`config.mk`:
```
export PLATFORM = sky130hd
export DESIGN_NAME = array_doubly_linked_list_core
export DESIGN_NICKNAME = d
export VERILOG_FILES = /design/src/hdl/adll_pkg.sv /design/src/hdl/array_doubly_linked_list_core.sv /design/src/hdl/adll_ram.sv /design/src/hdl/adll_dp.sv /design/src/hdl/adll_ctrl.sv
export SDC_FILE = /design/constraint.sdc
export NUM_CORES = 1
export LEC_CHECK = 0
export BUFFER_PORTS_ARGS = -buffer_cell sky130_fd_sc_hd__buf_2
export CORE_ASPECT_RATIO = 1.5
export CORE_UTILIZATION = 48
export CTS_BUF_LIST = sky130_fd_sc_hd__clkbuf_4 sky130_fd_sc_hd__clkbuf_8
export DETAILED_ROUTE_END_ITERATION = 10
export PLACE_DENSITY = 0.7
export REMOVE_ABC_BUFFERS = 1
export SYNTH_ARGS = -nofsm -noshare
export SYNTH_HDL_FRONTEND = slang
export SYNTH_SLANG_ARGS = --single-unit
```
`constraint.sdc`:
```
create_clock -name clk -period 7.6 [get_ports clk]
set_input_delay 1.14 -clock clk [delete_from_list [all_inputs] [get_ports clk]]
set_output_delay 1.14 -clock clk [all_outputs]
set_load 0.05 [all_outputs]
```
`src/hdl/adll_pkg.sv`:
```
// ----------------------------------------------------------------------------
// adll_pkg: shared types and codes for the array doubly linked list
// Holds the item structs, the operation and status codes and the command
// and status groups passed between controller and datapath.
// ----------------------------------------------------------------------------
package adll_pkg;

  localparam logic [1:0] OP_INSERT = 2'd0;
  localparam logic [1:0] OP_APPEND = 2'd1;
  localparam logic [1:0] OP_DELETE = 2'd2;

  localparam logic [1:0] STAT_DONE   = 2'd0;
  localparam logic [1:0] STAT_FULL   = 2'd1;
  localparam logic [1:0] STAT_BADPOS = 2'd2;

  typedef struct packed {
    logic [1:0]  opcode;
    logic [5:0]  position;
    logic [63:0] value_word;
  } in_item_t;

  typedef struct packed {
    logic [5:0] new_index;
    logic [5:0] head_index;
    logic [5:0] tail_index;
    logic [1:0] status;
  } out_item_t;

  typedef struct packed {
    logic latch;
    logic rd_free;
    logic chk;
    logic unlink;
    logic push;
    logic link_new;
    logic link_fix;
    logic out_load;
  } cmd_t;

  typedef struct packed {
    logic fault;
    logic is_del;
  } sts_t;

endpackage

```
`src/hdl/array_doubly_linked_list_core.sv`:
```
// ----------------------------------------------------------------------------
// array_doubly_linked_list_core: doubly linked list in a fixed node store
// An item is accepted only while idle and steps through the check, the link
// or unlink writes and the result load; no new item is taken until that
// result is loaded. The two link writes of an operation that does not fault
// share the single write port of the next-link memory. Reset is synchronous
// and needs no clearing pass; items are taken at once.
// ----------------------------------------------------------------------------
module array_doubly_linked_list_core #(
  parameter int NODE_COUNT = 64
) (
  input  logic                 clk,
  input  logic                 rst_n,
  input  logic                 in_valid,
  output logic                 in_ready,
  input  adll_pkg::in_item_t   in_data,
  output logic                 out_valid,
  input  logic                 out_ready,
  output adll_pkg::out_item_t  out_data
);

  import adll_pkg::*;

  cmd_t cmd;
  sts_t sts;

  adll_ctrl u_ctrl (
    .clk       (clk),
    .rst_n     (rst_n),
    .in_valid  (in_valid),
    .in_ready  (in_ready),
    .out_valid (out_valid),
    .out_ready (out_ready),
    .sts       (sts),
    .cmd       (cmd)
  );

  adll_dp #(.NODE_COUNT(NODE_COUNT)) u_dp (
    .clk      (clk),
    .rst_n    (rst_n),
    .in_data  (in_data),
    .cmd      (cmd),
    .sts      (sts),
    .out_data (out_data)
  );

endmodule

```
`src/hdl/adll_ram.sv`:
```
// ----------------------------------------------------------------------------
// adll_ram: generic single write, single read memory
// One write port and one read port with registered read data.
// ----------------------------------------------------------------------------
module adll_ram #(
  parameter int WIDTH = 8,
  parameter int DEPTH = 64,
  localparam int AW = $clog2(DEPTH)
) (
  input  logic             clk,
  input  logic             wr_en,
  input  logic [AW-1:0]    wr_addr,
  input  logic [WIDTH-1:0] wr_data,
  input  logic [AW-1:0]    rd_addr,
  output logic [WIDTH-1:0] rd_data
);

  logic [WIDTH-1:0] mem [DEPTH];
  logic [WIDTH-1:0] rd_data_r;

  always_ff @(posedge clk) begin
    if (wr_en) begin
      mem[wr_addr] <= wr_data;
    end
    rd_data_r <= mem[rd_addr];
  end

  assign rd_data = rd_data_r;

endmodule

```
`src/hdl/adll_dp.sv`:
```
// ----------------------------------------------------------------------------
// adll_dp: list datapath
// Link and usage memories, head, tail and free list registers, the latched
// item and the result register. Sentinel links live in the head and tail
// registers; nodes at or above the fill mark have never been touched.
// ----------------------------------------------------------------------------
module adll_dp #(
  parameter int NODE_COUNT = 64
) (
  input  logic                 clk,
  input  logic                 rst_n,
  input  adll_pkg::in_item_t   in_data,
  input  adll_pkg::cmd_t       cmd,
  output adll_pkg::sts_t       sts,
  output adll_pkg::out_item_t  out_data
);

  import adll_pkg::*;

  localparam int IDX_W = $clog2(NODE_COUNT);
  localparam int CNT_W = IDX_W + 1;

  logic [IDX_W-1:0] head_r, head_nxt;
  logic [IDX_W-1:0] tail_r, tail_nxt;
  logic [IDX_W-1:0] free_head_r, free_head_nxt;
  logic [CNT_W-1:0] fill_r, fill_nxt;

  logic [1:0]       op_r;
  logic [5:0]       pos_r;
  logic [IDX_W-1:0] at_r;
  logic [IDX_W-1:0] after_r;
  logic [IDX_W-1:0] fresh_r;
  logic [1:0]       status_r;
  out_item_t        out_r;

  logic [IDX_W-1:0] at_c;
  logic [IDX_W-1:0] after_c;
  logic             at_live;
  logic             free_empty;
  logic [1:0]       status_c;

  logic             next_we, prev_we, used_we;
  logic [IDX_W-1:0] next_wa, prev_wa, used_wa;
  logic [IDX_W-1:0] next_wd, prev_wd;
  logic             used_wd;
  logic [IDX_W-1:0] next_ra;
  logic [IDX_W-1:0] next_q, prev_q;
  logic             used_q;

  assign at_c = (in_data.opcode == OP_APPEND) ? tail_r : IDX_W'(in_data.position);
  assign next_ra = cmd.rd_free ? free_head_r : at_c;

  adll_ram #(.WIDTH(IDX_W), .DEPTH(NODE_COUNT)) u_next_ram (
    .clk     (clk),
    .wr_en   (next_we),
    .wr_addr (next_wa),
    .wr_data (next_wd),
    .rd_addr (next_ra),
    .rd_data (next_q)
  );

  adll_ram #(.WIDTH(IDX_W), .DEPTH(NODE_COUNT)) u_prev_ram (
    .clk     (clk),
    .wr_en   (prev_we),
    .wr_addr (prev_wa),
    .wr_data (prev_wd),
    .rd_addr (at_c),
    .rd_data (prev_q)
  );

  adll_ram #(.WIDTH(1), .DEPTH(NODE_COUNT)) u_used_ram (
    .clk     (clk),
    .wr_en   (used_we),
    .wr_addr (used_wa),
    .wr_data (used_wd),
    .rd_addr (at_c),
    .rd_data (used_q)
  );

  always_comb begin
    after_c    = (at_r == '0) ? head_r : next_q;
    at_live    = (pos_r != '0) && (32'(pos_r) < 32'(NODE_COUNT)) &&
                 ({1'b0, at_r} < fill_r) && used_q;
    free_empty = (free_head_r == '0);
    case (op_r)
      OP_INSERT: begin
        if (!at_live) begin
          status_c = STAT_BADPOS;
        end else if (free_empty) begin
          status_c = STAT_FULL;
        end else begin
          status_c = STAT_DONE;
        end
      end
      OP_APPEND: status_c = free_empty ? STAT_FULL : STAT_DONE;
      OP_DELETE: status_c = at_live ? STAT_DONE : STAT_BADPOS;
      default:   status_c = STAT_BADPOS;
    endcase
    sts.fault  = (status_c != STAT_DONE);
    sts.is_del = (op_r == OP_DELETE);
  end

  always_comb begin
    next_we = cmd.unlink | cmd.push | cmd.link_new | cmd.link_fix;
    next_wa = fresh_r;
    next_wd = after_r;
    prev_we = cmd.unlink | cmd.link_new | cmd.link_fix;
    prev_wa = fresh_r;
    prev_wd = at_r;
    used_we = cmd.unlink | cmd.link_new;
    used_wa = free_head_r;
    used_wd = cmd.link_new;
    head_nxt      = head_r;
    tail_nxt      = tail_r;
    free_head_nxt = free_head_r;
    fill_nxt      = fill_r;
    if (cmd.unlink) begin
      next_wa = prev_q;
      next_wd = after_c;
      prev_wa = after_c;
      prev_wd = prev_q;
      used_wa = at_r;
      if (prev_q == '0) begin
        head_nxt = after_c;
      end
      if (after_c == '0) begin
        tail_nxt = prev_q;
      end
    end
    if (cmd.push) begin
      next_wa       = at_r;
      next_wd       = free_head_r;
      free_head_nxt = at_r;
    end
    if (cmd.link_new) begin
      next_wa = at_r;
      next_wd = free_head_r;
      prev_wa = after_r;
      prev_wd = free_head_r;
      if (at_r == '0) begin
        head_nxt = free_head_r;
      end
      if (after_r == '0) begin
        tail_nxt = free_head_r;
      end
      if ({1'b0, free_head_r} == fill_r) begin
        fill_nxt = fill_r + 1'b1;
        if (fill_r == CNT_W'(NODE_COUNT - 1)) begin
          free_head_nxt = '0;
        end else begin
          free_head_nxt = free_head_r + 1'b1;
        end
      end else begin
        free_head_nxt = next_q;
      end
    end
  end

  always_ff @(posedge clk) begin
    if (!rst_n) begin
      head_r      <= '0;
      tail_r      <= '0;
      free_head_r <= IDX_W'(1);
      fill_r      <= CNT_W'(1);
    end else begin
      head_r      <= head_nxt;
      tail_r      <= tail_nxt;
      free_head_r <= free_head_nxt;
      fill_r      <= fill_nxt;
    end
  end

  always_ff @(posedge clk) begin
    if (cmd.latch) begin
      op_r  <= in_data.opcode;
      pos_r <= in_data.position;
      at_r  <= at_c;
    end
    if (cmd.chk) begin
      after_r  <= after_c;
      status_r <= status_c;
      fresh_r  <= '0;
    end
    if (cmd.link_new) begin
      fresh_r <= free_head_r;
    end
    if (cmd.out_load) begin
      out_r.new_index  <= 6'(fresh_r);
      out_r.head_index <= 6'(head_r);
      out_r.tail_index <= 6'(tail_r);
      out_r.status     <= status_r;
    end
  end

  assign out_data = out_r;

`ifndef SYNTH
  a_empty_both : assert property (@(posedge clk) disable iff (!rst_n)
    (head_r == '0) == (tail_r == '0))
    else $error("head and tail disagree on an empty list");

  a_fill_bound : assert property (@(posedge clk) disable iff (!rst_n)
    fill_r <= CNT_W'(NODE_COUNT))
    else $error("fill mark beyond the node store");
`endif

endmodule

```
`src/hdl/adll_ctrl.sv`:
```
// ----------------------------------------------------------------------------
// adll_ctrl: list operation sequencer
// Steps each operation through check, link or unlink writes (skipped when it
// faults) and the result transfer, and owns the handshakes of both channels.
// ----------------------------------------------------------------------------
module adll_ctrl (
  input  logic            clk,
  input  logic            rst_n,
  input  logic            in_valid,
  output logic            in_ready,
  output logic            out_valid,
  input  logic            out_ready,
  input  adll_pkg::sts_t  sts,
  output adll_pkg::cmd_t  cmd
);

  import adll_pkg::*;

  localparam logic [2:0] ST_IDLE = 3'd0;
  localparam logic [2:0] ST_CHK  = 3'd1;
  localparam logic [2:0] ST_POP  = 3'd2;
  localparam logic [2:0] ST_LNK  = 3'd3;
  localparam logic [2:0] ST_DEL  = 3'd4;
  localparam logic [2:0] ST_FIN  = 3'd5;

  logic [2:0] state_r, state_nxt;
  logic       out_valid_r, out_valid_nxt;

  assign in_ready  = (state_r == ST_IDLE);
  assign out_valid = out_valid_r;

  always_comb begin
    cmd.latch    = (state_r == ST_IDLE) && in_valid;
    cmd.rd_free  = (state_r == ST_CHK);
    cmd.chk      = (state_r == ST_CHK);
    cmd.unlink   = (state_r == ST_CHK) && !sts.fault && sts.is_del;
    cmd.push     = (state_r == ST_DEL);
    cmd.link_new = (state_r == ST_POP);
    cmd.link_fix = (state_r == ST_LNK);
    cmd.out_load = (state_r == ST_FIN) && (!out_valid_r || out_ready);
  end

  always_comb begin
    state_nxt = state_r;
    unique case (state_r)
      ST_IDLE: begin
        if (in_valid) begin
          state_nxt = ST_CHK;
        end
      end
      ST_CHK: begin
        if (sts.fault) begin
          state_nxt = ST_FIN;
        end else if (sts.is_del) begin
          state_nxt = ST_DEL;
        end else begin
          state_nxt = ST_POP;
        end
      end
      ST_POP:  state_nxt = ST_LNK;
      ST_LNK:  state_nxt = ST_FIN;
      ST_DEL:  state_nxt = ST_FIN;
      ST_FIN: begin
        if (cmd.out_load) begin
          state_nxt = ST_IDLE;
        end
      end
      default: state_nxt = ST_IDLE;
    endcase
  end

  always_comb begin
    out_valid_nxt = out_valid_r;
    if (cmd.out_load) begin
      out_valid_nxt = 1'b1;
    end else if (out_ready) begin
      out_valid_nxt = 1'b0;
    end
  end

  always_ff @(posedge clk) begin
    if (!rst_n) begin
      state_r     <= ST_IDLE;
      out_valid_r <= 1'b0;
    end else begin
      state_r     <= state_nxt;
      out_valid_r <= out_valid_nxt;
    end
  end

`ifndef SYNTH
  a_accept_to_check : assert property (@(posedge clk) disable iff (!rst_n)
    (in_valid && in_ready) |=> (state_r == ST_CHK))
    else $error("accepted transfer did not enter the check step");

  a_fin_holds : assert property (@(posedge clk) disable iff (!rst_n)
    (state_r == ST_FIN && out_valid_r && !out_ready) |=>
      (state_r == ST_FIN && out_valid_r))
    else $error("result overwrote a pending transfer");

  a_pop_then_link : assert property (@(posedge clk) disable iff (!rst_n)
    (state_r == ST_POP) |=> (state_r == ST_LNK))
    else $error("node pop not followed by link fix");
`endif

endmodule

```
### After elaboration in Yosys (flattened, before gate mapping)

Memories as Yosys holds them, arrays and structs flattened. A register that Yosys moved wholly into a read port is not among the register bits.
Index checks and enable logic that the tools add are counted.
W data, S select, Z words.

| storage, ports and cells | value |
|---|---|
| bits in registers | 77 |
| bits in writable memories | 832 |
| input bits | 76 |
| output and inout port bits | 22 |
| logic and storage cells | 108 |
| memories | 3 |

| cells by class | value |
|---|---|
| add/subtract/negate cells | 2 |
| $lt $le $gt $ge | 1 |
| eq/ne operators | 12 |
| mux-type cells | 45 |
| bitwise gates (word level) | 5 |
| reductions and logical operators | 24 |

Memories:

| name | words | bits a word | rd ports | clocked after memory_dff | wr ports | line | source |
|---|---|---|---|---|---|---|---|
| u_dp.u_next_ram.mem | 64 | 6 | 1 | 1 | 1 | adll_ram.sv:18 | `logic [WIDTH-1:0] mem [DEPTH];` |
| u_dp.u_prev_ram.mem | 64 | 6 | 1 | 1 | 1 | adll_ram.sv:18 |  |
| u_dp.u_used_ram.mem | 64 | 1 | 1 | 1 | 1 | adll_ram.sv:18 |  |

Operator list:

| operator | count |
|---|---|
| $mux W6 | 28 |
| $logic_not A6 Y1 | 5 |
| $pmux W3 S5 | 1 |
| $mux W3 | 4 |
| $mux W1 | 9 |
| $reduce_bool A2 Y1 | 4 |
| $add A7 B1 Y7 const B | 1 |
| $eq A6 B7 Y1 | 1 |
| $eq A7 B6 Y1 const B | 1 |
| $lt A6 B7 Y1 | 1 |
| $add A6 B1 Y6 const B | 1 |
| $eq A3 B2 Y1 const B | 2 |
| $eq A3 B3 Y1 const B | 2 |
| $logic_and A1 B1 Y1 | 6 |
| $pmux W2 S3 | 1 |
| $reduce_bool A6 Y1 | 1 |
| $or A1 B1 Y1 | 5 |
| $eq A2 B1 Y1 const B | 2 |
| $mux W2 | 2 |
| $ne A2 B2 Y1 const B | 2 |
| $reduce_and A2 Y1 | 2 |
| $eq A3 B1 Y1 const B | 1 |
| $logic_not A3 Y1 | 1 |
| $eq A2 B2 Y1 const B | 1 |
| 4 further kinds | 5 |

### Depth between registers and ports, before layout

Gate-level depths: netlist of the first run.

| logic depth | value |
|---|---|
| word-level depth | 14 |
| mapped depth | 15 |
| depth with buffers taken out | 10 |

### By module

A second synthesis of the first run with hierarchy kept.

| unflattened totals | value |
|---|---|
| cell total of the unflattened synthesis | 2,053 |
| area, all modules | 37,604.8 um^2 |

Modules (own cells, without submodules):

| module | instances | cells each | area an instance (um^2) | seq. area each (um^2) |
|---|---|---|---|---|
| adll_ram (u_dp.u_next_ram ...) | 2 | 720 | 15,225.9 | 11,651.2 |
| adll_dp | 1 | 375 | 3,940.0 | 1,941.9 |
| adll_ram (u_dp.u_used_ram) | 1 | 204 | 2,914.0 | 1,941.9 |
| adll_ctrl | 1 | 34 | 299.0 | 80.1 |

### Worst setup path before layout of the first run

OpenSTA, ideal clock, no wires.

| timing | value |
|---|---|
| kind | reg2reg |
| start | register u_dp.at_r[4] |
| end | memory u_dp.u_next_ram.mem[0][1] in the netlist's numbering, data pin |
| setup time | 0.702 ns |
| arrival | 4.743 ns |
| required time | 6.898 ns |
| path slack | 2.156 ns |
| cell stages (with the launch flop) | 11 |
| path buffers | 3 |
| clock period less this slack | 5.444 ns |
| cells stage by stage | edfxtp_1 -> ha_1 -> a21o_1 -> a21oi_1 -> o211a_1 -> clkbuf_1 -> o211ai_2 -> clkbuf_1 -> clkbuf_1 -> a21boi_0 -> o21ai_0 |

| between the ends | value |
|---|---|
| longest elaborated chain between the ends | 12 |
| elaborated cells on any way between the ends | 15 |
| those cells by class | order compare: 1; mux: 7; reduce/logical: 7 |

Ends and longest elaborated chain:

| element | line | source |
|---|---|---|
| from (decl) | adll_dp.sv:30 | `logic [IDX_W-1:0] at_r;` |
| from (signal assigned) | adll_dp.sv:177 | `at_r <= at_c;` |
| $lt A6 B7 Y1 | adll_dp.sv:83 | `({1'b0, at_r} < fill_r) && used_q;` |
| $logic_and A1 B1 Y1 | adll_dp.sv:82 | `at_live = (pos_r != '0) && (32'(pos_r) < 32'(NODE_COUNT)) &&` |
| $logic_and A1 B1 Y1 | adll_dp.sv:83 |  |
| $mux W2, on equally long branches | adll_dp.sv:87, adll_dp.sv:96 |  |
| $pmux W2 S3 | adll_dp.sv:85 | `case (op_r)` |
| $reduce_bool A2 Y1 | adll_dp.sv:99 | `sts.fault = (status_c != STAT_DONE);` |
| $logic_not A1 Y1 | adll_ctrl.sv:36 | `cmd.unlink = (state_r == ST_CHK) && !sts.fault && sts.is_del;` |
| $logic_and A1 B1 Y1 (2 in series) | adll_ctrl.sv:36 |  |
| $mux W6 * | adll_dp.sv:117 | `if (cmd.unlink) begin` |
| $mux W6 * | adll_dp.sv:130 | `if (cmd.push) begin` |
| $mux W6 * | adll_dp.sv:135 | `if (cmd.link_new) begin` |
| via u_dp.next_wd[1] | adll_dp.sv:44 | `logic [IDX_W-1:0] next_wd, prev_wd;` |
| to (decl) | adll_ram.sv:18 |  |

The timed path passes the listed nets; every way through them passes the cells marked *.

### Final worst setup path of the first run

| timing | value |
|---|---|
| start | input in_data[70] in the netlist's numbering |
| end | register u_dp.u_next_ram.rd_data_r[0], in the netlist u_dp.u_next_ram.rd_data[0], read port of u_dp.u_next_ram.mem |

| between the ends | value |
|---|---|
| longest elaborated chain between the ends | 3 |

Ends and longest elaborated chain:

| element | line | source |
|---|---|---|
| from (decl) | array_doubly_linked_list_core.sv:16 | `input adll_pkg::in_item_t in_data,` |
| $eq A2 B1 Y1 | adll_dp.sv:50 | `assign at_c = (in_data.opcode == OP_APPEND) ? tail_r : IDX_W'(in_data.position);` |
| $mux W6 | adll_dp.sv:50 |  |
| $mux W6 | adll_dp.sv:51 | `assign next_ra = cmd.rd_free ? free_head_r : at_c;` |
| to (decl) | adll_ram.sv:19 | `logic [WIDTH-1:0] rd_data_r;` |

Every way passes these cells.
A chain may end at the register's enable or synchronous reset.

==> results of run 1 <==
worst paths after layout:
kind,startpoint,to
hold reg to reg,u_dp.status_r[1]$_DFFE_PP_,u_dp.out_data[1]$_DFFE_PP_
setup / recovery,in_data[70],u_dp.u_next_ram.rd_data[0]$_DFF_P_
setup reg to reg,u_ctrl.state_r[0]$_SDFFE_PN0P_,u_dp.u_prev_ram.mem[36][0]$_DFFE_PP_
hold / removal,u_dp.status_r[1]$_DFFE_PP_,u_dp.out_data[1]$_DFFE_PP_
layout make-up:
class,count,area [um2],share of cell area (%)
clock buffer,185,2260,5.36
sequential,922,27300,64.6
clock inverter,55,379,0.898
antenna,2,5.00,0.0119
tap,1024,1280,3.03
inverter,29,119,0.282
timing repair buffer,78,553,1.31
multi-input combinational,1852,10300,24.5
stage by stage:
step           utilization [%]  hold WS [ns]
2_1_floorplan                -         0.400
3_3_place_gp              50.2         0.412
3_5_place_dp              50.2         0.425
4_1_cts                   53.6         0.455
5_1_grt                   53.6         0.465
6_report                  53.6         0.450
cells in the mapped netlist (31+ instances only):
master	n	area share, %
edfxtp_1	880	69
nand2_1	700	6.9
nor2_1	237	2.3
nand3_1	207	2.7
mux2i_1	111	2.9
clkbuf_1	107	1.0
a21oi_1	76	0.99
a311oi_1	72	1.6
and3_1	54	0.88
a31oi_1	50	0.82
dfxtp_1	42	2.2
nor3_1	38	0.50
o21ai_0	34	0.44
buf_1	32	0.31
o221ai_1	31	0.71
power groups by stage:
stage / logic, mW / registers, mW / clock network, mW
2_1_floorplan: 1.13 / 6.16 / 0
3_5_place_dp: 1.87 / 6.15 / 0
3_3_place_gp: 1.81 / 6.14 / 0
6_report: 1.88 / 6.05 / 3.91
4_1_cts: 1.87 / 6.04 / 3.98
5_1_grt: 2.00 / 6.05 / 4.17
flip-flops by register name, summed over array words and instances (netlist names):
signal	count
u_dp.fresh_r	6
u_dp.u_next_ram.rd_data	6
u_ctrl.state_r	3
u_dp.op_r	2
u_dp.pos_r	6
u_dp.at_r	6
u_dp.u_used_ram.mem	64
u_dp.status_r	2
u_dp.tail_r	6
u_dp.after_r	6
u_ctrl.out_valid	1
u_dp.u_next_ram.mem	384
u_dp.out_data	20
u_dp.fill_r	7
u_dp.head_r	6
u_dp.u_prev_ram.mem	384
u_dp.u_prev_ram.rd_data	6
u_dp.free_head_r	6
u_dp.u_used_ram.rd_data	1
kinds of logic after synthesis:
| family | Yosys count |
|---|---|
| mux | 133 |
| flops | 922 |
| xor+xnor | 15 |
| buf+inv | 212 |
| fa+ha+maj | 8 |
| compound gates | 387 |
| simple gates | 1309 |
metal layers:
layer / part of all wire [%] / GRT usage [%] / wire length (um)
met1: 36 / 28.7 / 35500
met2: 51 / 42.0 / 50400
met3: 7.2 / 4.44 / 7080
met4: 5.9 / 14.1 / 5850
met5: 0.026 / 0 / 26
critical path: stages:
cell	delay, ns
buf_2	0.14
nor2b_1	0.14
buf_4	0.22
mux2i_4	0.24
buf_4	0.42
inv_2	0.51
o21ai_4	0.71
buf_12	0.55
mux4_2	0.59
and2_1	0.17
o22ai_1	0.13
a21oi_1	0.18
or4b_1	0.55
==> run_summary.xml, run 1 <==
<?xml version="1.0" encoding="UTF-8"?>
<metrics>
  <group name="sta">
    <metric name="setup_tns" unit="ns">0</metric>
    <metric name="timing_worst_slew_pin_value" unit="ns">1.12</metric>
    <metric name="max_clock_freq" unit="MHz">189</metric>
    <metric name="report.final.hold_viol_count" unit="">0</metric>
    <metric name="final.period_utilization" unit="%">69.5</metric>
    <metric name="post-route-worst-setup-slack" unit="ns">2.32</metric>
    <metric name="timing.final.crit_period" unit="ns">5.28</metric>
    <metric name="final_count_of_negative_setup_slack_endpoints" unit="">0</metric>
    <metric name="timing.clock.skew" unit="ns">0.0510</metric>
    <metric name="relSlewSlack" unit="%">25.2</metric>
    <metric name="final-max-slew-violation-count" unit="">0</metric>
    <metric name="rsz0062_at_grt" unit="">false</metric>
  </group>
  <group name="pwr">
    <metric name="p_per_area" unit="nW/um2">280</metric>
    <metric name="cell_internal_pwr" unit="mW">8.46</metric>
    <metric name="p_sw" unit="mW">3.38</metric>
    <metric name="irDropWorstVdd" unit="mV">0.246</metric>
    <metric name="combinationalPowerShare" unit="%">15.9</metric>
    <metric name="total_leakage_power" unit="nW">14.3</metric>
    <metric name="pwr-share-clk" unit="%">33.0</metric>
    <metric name="seqPwrFrac" unit="%">51.1</metric>
    <metric name="p_total" unit="mW">11.8</metric>
    <metric name="power_switching_share" unit="%">28.5</metric>
  </group>
  <group name="synthesis">
    <metric name="synth-warning-count" unit="">0</metric>
    <metric name="post_synth_instance_area" unit="um2">38300</metric>
    <metric name="synth_sequential_area_ratio" unit="%">71.1</metric>
    <metric name="yosys_register_bits" unit="">922</metric>
    <metric name="synth_top_flop_cell" unit="">edfxtp_1</metric>
    <metric name="postSynthCellCount" unit="">2986</metric>
    <metric name="post_synth.cell_area_avg" unit="um2">12.8</metric>
    <metric name="fraction_of_the_mapped_netlist_area_in_compound_gates" unit="%">7.29</metric>
    <metric name="synth.distinct_cells" unit="">67</metric>
    <metric name="synth_mux_area_share" unit="%">4.02</metric>
    <metric name="synthArstFlopShare" unit="%">0</metric>
    <metric name="synthXorXnorAreaFrac" unit="%">0.343</metric>
    <metric name="synth_top_family_by_area" unit="">simple AND/OR/NAND/NOR gates</metric>
    <metric name="synth_simple_gate_area_share" unit="%">14.5</metric>
    <metric name="synth_enable_flop_cells" unit="">880</metric>
    <metric name="synth_fa_ha_area_share" unit="%">0.261</metric>
  </group>
  <group name="global_route">
    <metric name="total_overflow_reported_by_the_global_router" unit="">0</metric>
    <metric name="vias_in_the_first_global_route" unit="">24777</metric>
    <metric name="gr-usage-all-layers" unit="%">24.5</metric>
    <metric name="global_route_wire_length_before_repair" unit="um">148000</metric>
    <metric name="number_of_antenna_violations_at_the_first_check_in_global_routing" unit="">4</metric>
    <metric name="grt_max_degree" unit="">197</metric>
  </group>
  <group name="setup_path">
    <metric name="crit_fanout" unit="">124</metric>
    <metric name="path_class" unit="">input pin to flop</metric>
    <metric name="crit_path_end_kind" unit="">flop</metric>
    <metric name="cp_required" unit="ns">8.27</metric>
    <metric name="reg2reg_setup_slack" unit="ns">2.48</metric>
    <metric name="critPathLaunchType" unit="">input pin</metric>
    <metric name="crit_arrival" unit="ns">5.96</metric>
    <metric name="r2r.worst_path.cells" unit="">8</metric>
  </group>
  <group name="clock_network">
    <metric name="path_clk_slew" unit="ns">0.07</metric>
    <metric name="clockBufferDepth" unit="">3</metric>
    <metric name="cts_inserted_buffers" unit="">134</metric>
    <metric name="post-cts-setup-buffer-count" unit="">0</metric>
    <metric name="postCtsHoldBufs" unit="">0</metric>
    <metric name="clk_root_buffer_cell" unit="">clkbuf_8</metric>
    <metric name="cts.sink_count" unit="">922</metric>
    <metric name="cts.repair.resized" unit="">0</metric>
    <metric name="cts-htree-levels" unit="">4</metric>
    <metric name="worstSkewPairLatency" unit="ns">0.81</metric>
    <metric name="tritoncts" unit="">done</metric>
  </group>
  <group name="floorplanning">
    <metric name="core_area" unit="um2">78800</metric>
    <metric name="die_w" unit="um">233</metric>
    <metric name="initial_core_util" unit="%">48.6</metric>
    <metric name="die_footprint" unit="um2">81000</metric>
    <metric name="die-height" unit="um">348</metric>
    <metric name="num_rows" unit="">126</metric>
    <metric name="design.portCount" unit="">98</metric>
  </group>
  <group name="drt">
    <metric name="drt_first_pass_iters" unit="">6</metric>
    <metric name="via_count" unit="">24999</metric>
    <metric name="detail_route.wirelength" unit="um">98900</metric>
    <metric name="vias_cell" unit="">6.03</metric>
    <metric name="route.detailed.wl_per_inst" unit="um">23.8</metric>
    <metric name="drt_iter0_drc" unit="">2290</metric>
    <metric name="drcViolationCount" unit="">0</metric>
    <metric name="ant_nets" unit="">0</metric>
  </group>
  <group name="placement">
    <metric name="numPlacedInstances" unit="">3905</metric>
    <metric name="placement.setup.worst_slack" unit="ns">1.62</metric>
    <metric name="finalWeightedCongestion" unit="">0.927</metric>
    <metric name="port-buffer-count" unit="">33</metric>
    <metric name="hpwlAfterDp" unit="um">61400</metric>
    <metric name="place_area" unit="um2">39600</metric>
  </group>
  <group name="final_layout">
    <metric name="fill_cells" unit="">6516</metric>
    <metric name="layout_common_cells" unit="">edfxtp_1, nand2_1, nor2_1</metric>
    <metric name="final_layout_size_suffix_gt1_share" unit="%">11.1</metric>
    <metric name="layout.cells.most_common" unit="">edfxtp_1</metric>
    <metric name="summed_area_of_non_filler_cells_in_the_final_layout" unit="um2">42200</metric>
    <metric name="final_cell_count_no_fill" unit="">4147</metric>
    <metric name="area.growth.synth_to_final" unit="%">10.1</metric>
    <metric name="num-nets-final" unit="">3101</metric>
  </group>
  <group name="job">
    <metric name="max_cap_violations" unit="">0</metric>
  </group>
  <group name="hold_path">
    <metric name="min_delay_path_depth" unit="">0</metric>
    <metric name="worstHoldPathType" unit="">flop to flop</metric>
  </group>
  <group name="run_status">
    <metric name="status" unit="">complete, no violations</metric>
  </group>
</metrics>
No activity file was read; power rests on OpenSTA's default activity.
==> run 2: changes to the inputs <==
Settings changed: PLACE_DENSITY 0.7 to 0.72.
Clock period 7.6 ns to 4.5 ns, I/O delays scaled along.
==> run_summary.xml, run 2 (same netlist as run 1, synthesis figures left out) <==
<?xml version="1.0" encoding="UTF-8"?>
<metrics>
  <group name="run_status">
    <metric name="status" unit="">complete, no violations</metric>
  </group>
  <group name="final_layout">
    <metric name="final_util" unit="%">54.0</metric>
    <metric name="layout.cells.most_common" unit="">edfxtp_1</metric>
    <metric name="area.growth.synth_to_final" unit="%">11.0</metric>
    <metric name="fill_cells" unit="">6484</metric>
    <metric name="largest_registers" unit="">u_dp.u_next_ram.mem (384), u_dp.u_prev_ram.mem (384), u_dp.u_used_ram.mem (64)</metric>
    <metric name="final_layout_size_suffix_gt1_share" unit="%">12.0</metric>
    <metric name="num-nets-final" unit="">3144</metric>
    <metric name="layout_common_cells" unit="">edfxtp_1, nand2_1, nor2_1</metric>
    <metric name="area_taken_by_multi_input_logic_gates" unit="um2">10300</metric>
    <metric name="seqCellArea" unit="um2">27300</metric>
  </group>
  <group name="drt">
    <metric name="ant_nets" unit="">0</metric>
    <metric name="detail_route.wirelength" unit="um">97500</metric>
    <metric name="drcViolationCount" unit="">0</metric>
    <metric name="vias_cell" unit="">5.90</metric>
    <metric name="drt_first_pass_iters" unit="">6</metric>
    <metric name="route.detailed.wl_per_inst" unit="um">23.3</metric>
    <metric name="via_count" unit="">24708</metric>
    <metric name="drt_iter0_drc" unit="">2414</metric>
  </group>
  <group name="sta">
    <metric name="final.period_utilization" unit="%">92.2</metric>
    <metric name="final-max-slew-violation-count" unit="">0</metric>
    <metric name="max_clock_freq" unit="MHz">241</metric>
    <metric name="timing.clock.skew" unit="ns">0.0494</metric>
    <metric name="report.final.hold_viol_count" unit="">0</metric>
    <metric name="final.hold.worst_slack" unit="ns">0.0643</metric>
    <metric name="final_count_of_negative_setup_slack_endpoints" unit="">0</metric>
    <metric name="timing.final.crit_period" unit="ns">4.15</metric>
    <metric name="relSlewSlack" unit="%">19.7</metric>
    <metric name="rsz0062_at_grt" unit="">false</metric>
    <metric name="timing_worst_slew_pin_value" unit="ns">1.20</metric>
    <metric name="setup_tns" unit="ns">0</metric>
  </group>
  <group name="global_route">
    <metric name="number_of_antenna_violations_at_the_first_check_in_global_routing" unit="">7</metric>
    <metric name="gr-usage-all-layers" unit="%">24.3</metric>
    <metric name="global_route_wire_length_before_repair" unit="um">146000</metric>
    <metric name="vias_in_the_first_global_route" unit="">24205</metric>
    <metric name="grt_max_degree" unit="">109</metric>
    <metric name="total_overflow_reported_by_the_global_router" unit="">0</metric>
  </group>
  <group name="floorplanning">
    <metric name="initial_core_util" unit="%">48.6</metric>
    <metric name="die-height" unit="um">348</metric>
    <metric name="num_rows" unit="">126</metric>
    <metric name="die_w" unit="um">233</metric>
    <metric name="die_footprint" unit="um2">81000</metric>
    <metric name="core_area" unit="um2">78800</metric>
    <metric name="design.portCount" unit="">98</metric>
  </group>
  <group name="clock_network">
    <metric name="cts.sink_count" unit="">922</metric>
    <metric name="cts_inserted_buffers" unit="">131</metric>
    <metric name="cts-htree-levels" unit="">4</metric>
    <metric name="path_clk_slew" unit="ns">0.06</metric>
    <metric name="clockBufferDepth" unit="">3</metric>
    <metric name="tritoncts" unit="">done</metric>
    <metric name="clk_root_buffer_cell" unit="">clkbuf_8</metric>
    <metric name="cts.repair.resized" unit="">0</metric>
    <metric name="worstSkewPairLatency" unit="ns">0.82</metric>
  </group>
  <group name="setup_path">
    <metric name="crit_path_start" unit="">u_dp.at_r[3]$_DFFE_PP_</metric>
    <metric name="path_class" unit="">flop to flop</metric>
    <metric name="crit_path_end_kind" unit="">flop</metric>
    <metric name="crit_arrival" unit="ns">4.60</metric>
    <metric name="cp_required" unit="ns">4.95</metric>
    <metric name="critPathLaunchType" unit="">flop</metric>
    <metric name="crit_fanout" unit="">9</metric>
    <metric name="worst_r2r_startpoint" unit="">u_dp.at_r[3]$_DFFE_PP_</metric>
  </group>
  <group name="placement">
    <metric name="port-buffer-count" unit="">33</metric>
    <metric name="hpwlAfterDp" unit="um">62500</metric>
    <metric name="finalWeightedCongestion" unit="">0.954</metric>
  </group>
  <group name="pwr">
    <metric name="total_leakage_power" unit="nW">14.5</metric>
    <metric name="p_per_area" unit="nW/um2">466</metric>
    <metric name="irDropWorstVdd" unit="mV">0.251</metric>
  </group>
  <group name="hold_path">
    <metric name="worstHoldPathType" unit="">input pin to flop</metric>
    <metric name="min_from" unit="">in_data[71]</metric>
  </group>
  <group name="job">
    <metric name="max_cap_violations" unit="">0</metric>
  </group>
</metrics>
## run 2: worst paths after layout
path,end,slack (ns),depth (start not counted)
setup / recovery,u_dp.u_prev_ram.mem[31][5]$_DFFE_PP_,0.35,8
hold / removal,u_dp.op_r[1]$_DFFE_PP_,0.06,1
setup reg to reg,u_dp.u_prev_ram.mem[31][5]$_DFFE_PP_,0.35,8
hold reg to reg,u_dp.out_data[0]$_DFFE_PP_,0.42,0
## run 2: cell type report
cell class,instances,area share [%]
Timing Repair Buffer,124,2.42
Sequential cell,922,64.1
Tap cell,1024,3.01
Antenna cell,3,0.0176
Clock inverter,54,0.726
Inverter,29,0.282
Clock buffer,177,5.12
Multi-Input combinational cell,1852,24.3
## run 2: metrics by stage
| stage | setup WS [ns] | power [mW] | instance area (um2) | cells |
|---|---|---|---|---|
| 2_1_floorplan | -12.99 | 12.3 | 37500 | 2803 |
| 3_3_place_gp | 0.424 | 13.6 | 40000 | 3949 |
| 3_5_place_dp | 0.340 | 13.6 | 40000 | 3949 |
| 4_1_cts | 0.495 | 19.9 | 42500 | 4182 |
| 5_1_grt | 0.272 | 20.4 | 42500 | 4183 |
| 6_report | 0.350 | 19.8 | 42500 | 4185 |
## run 2: power by group
group,switching (mW),total [mW],internal [mW]
combinational,2.42,3.32,0.898
sequential,0.139,10.2,10.0
clock,3.14,6.36,3.22
## run 2: worst max-delay path: stages, from the launching register on
cell and delay (ns):
edfxtp_1 0.58, or3_1 0.49, nand3b_1 0.43, mux2_2 0.41, o2111ai_1 0.18, o211ai_1 0.40, and2_1 0.24, nand2_1 0.35
nor2_1 0.70
## run 2: layer usage
metal  GRT usage (%)  share of wire (%)
met1            27.9                 36
met4            14.2                6.0
met5               0              0.071
met3            5.25                7.7
met2            41.5                 51
## run 2: repair_timing
action                                 in CTS  in global routing
endpoints found under the hold margin       2                  0
hold buffers                                2                  0
setup buffers                               0                  0
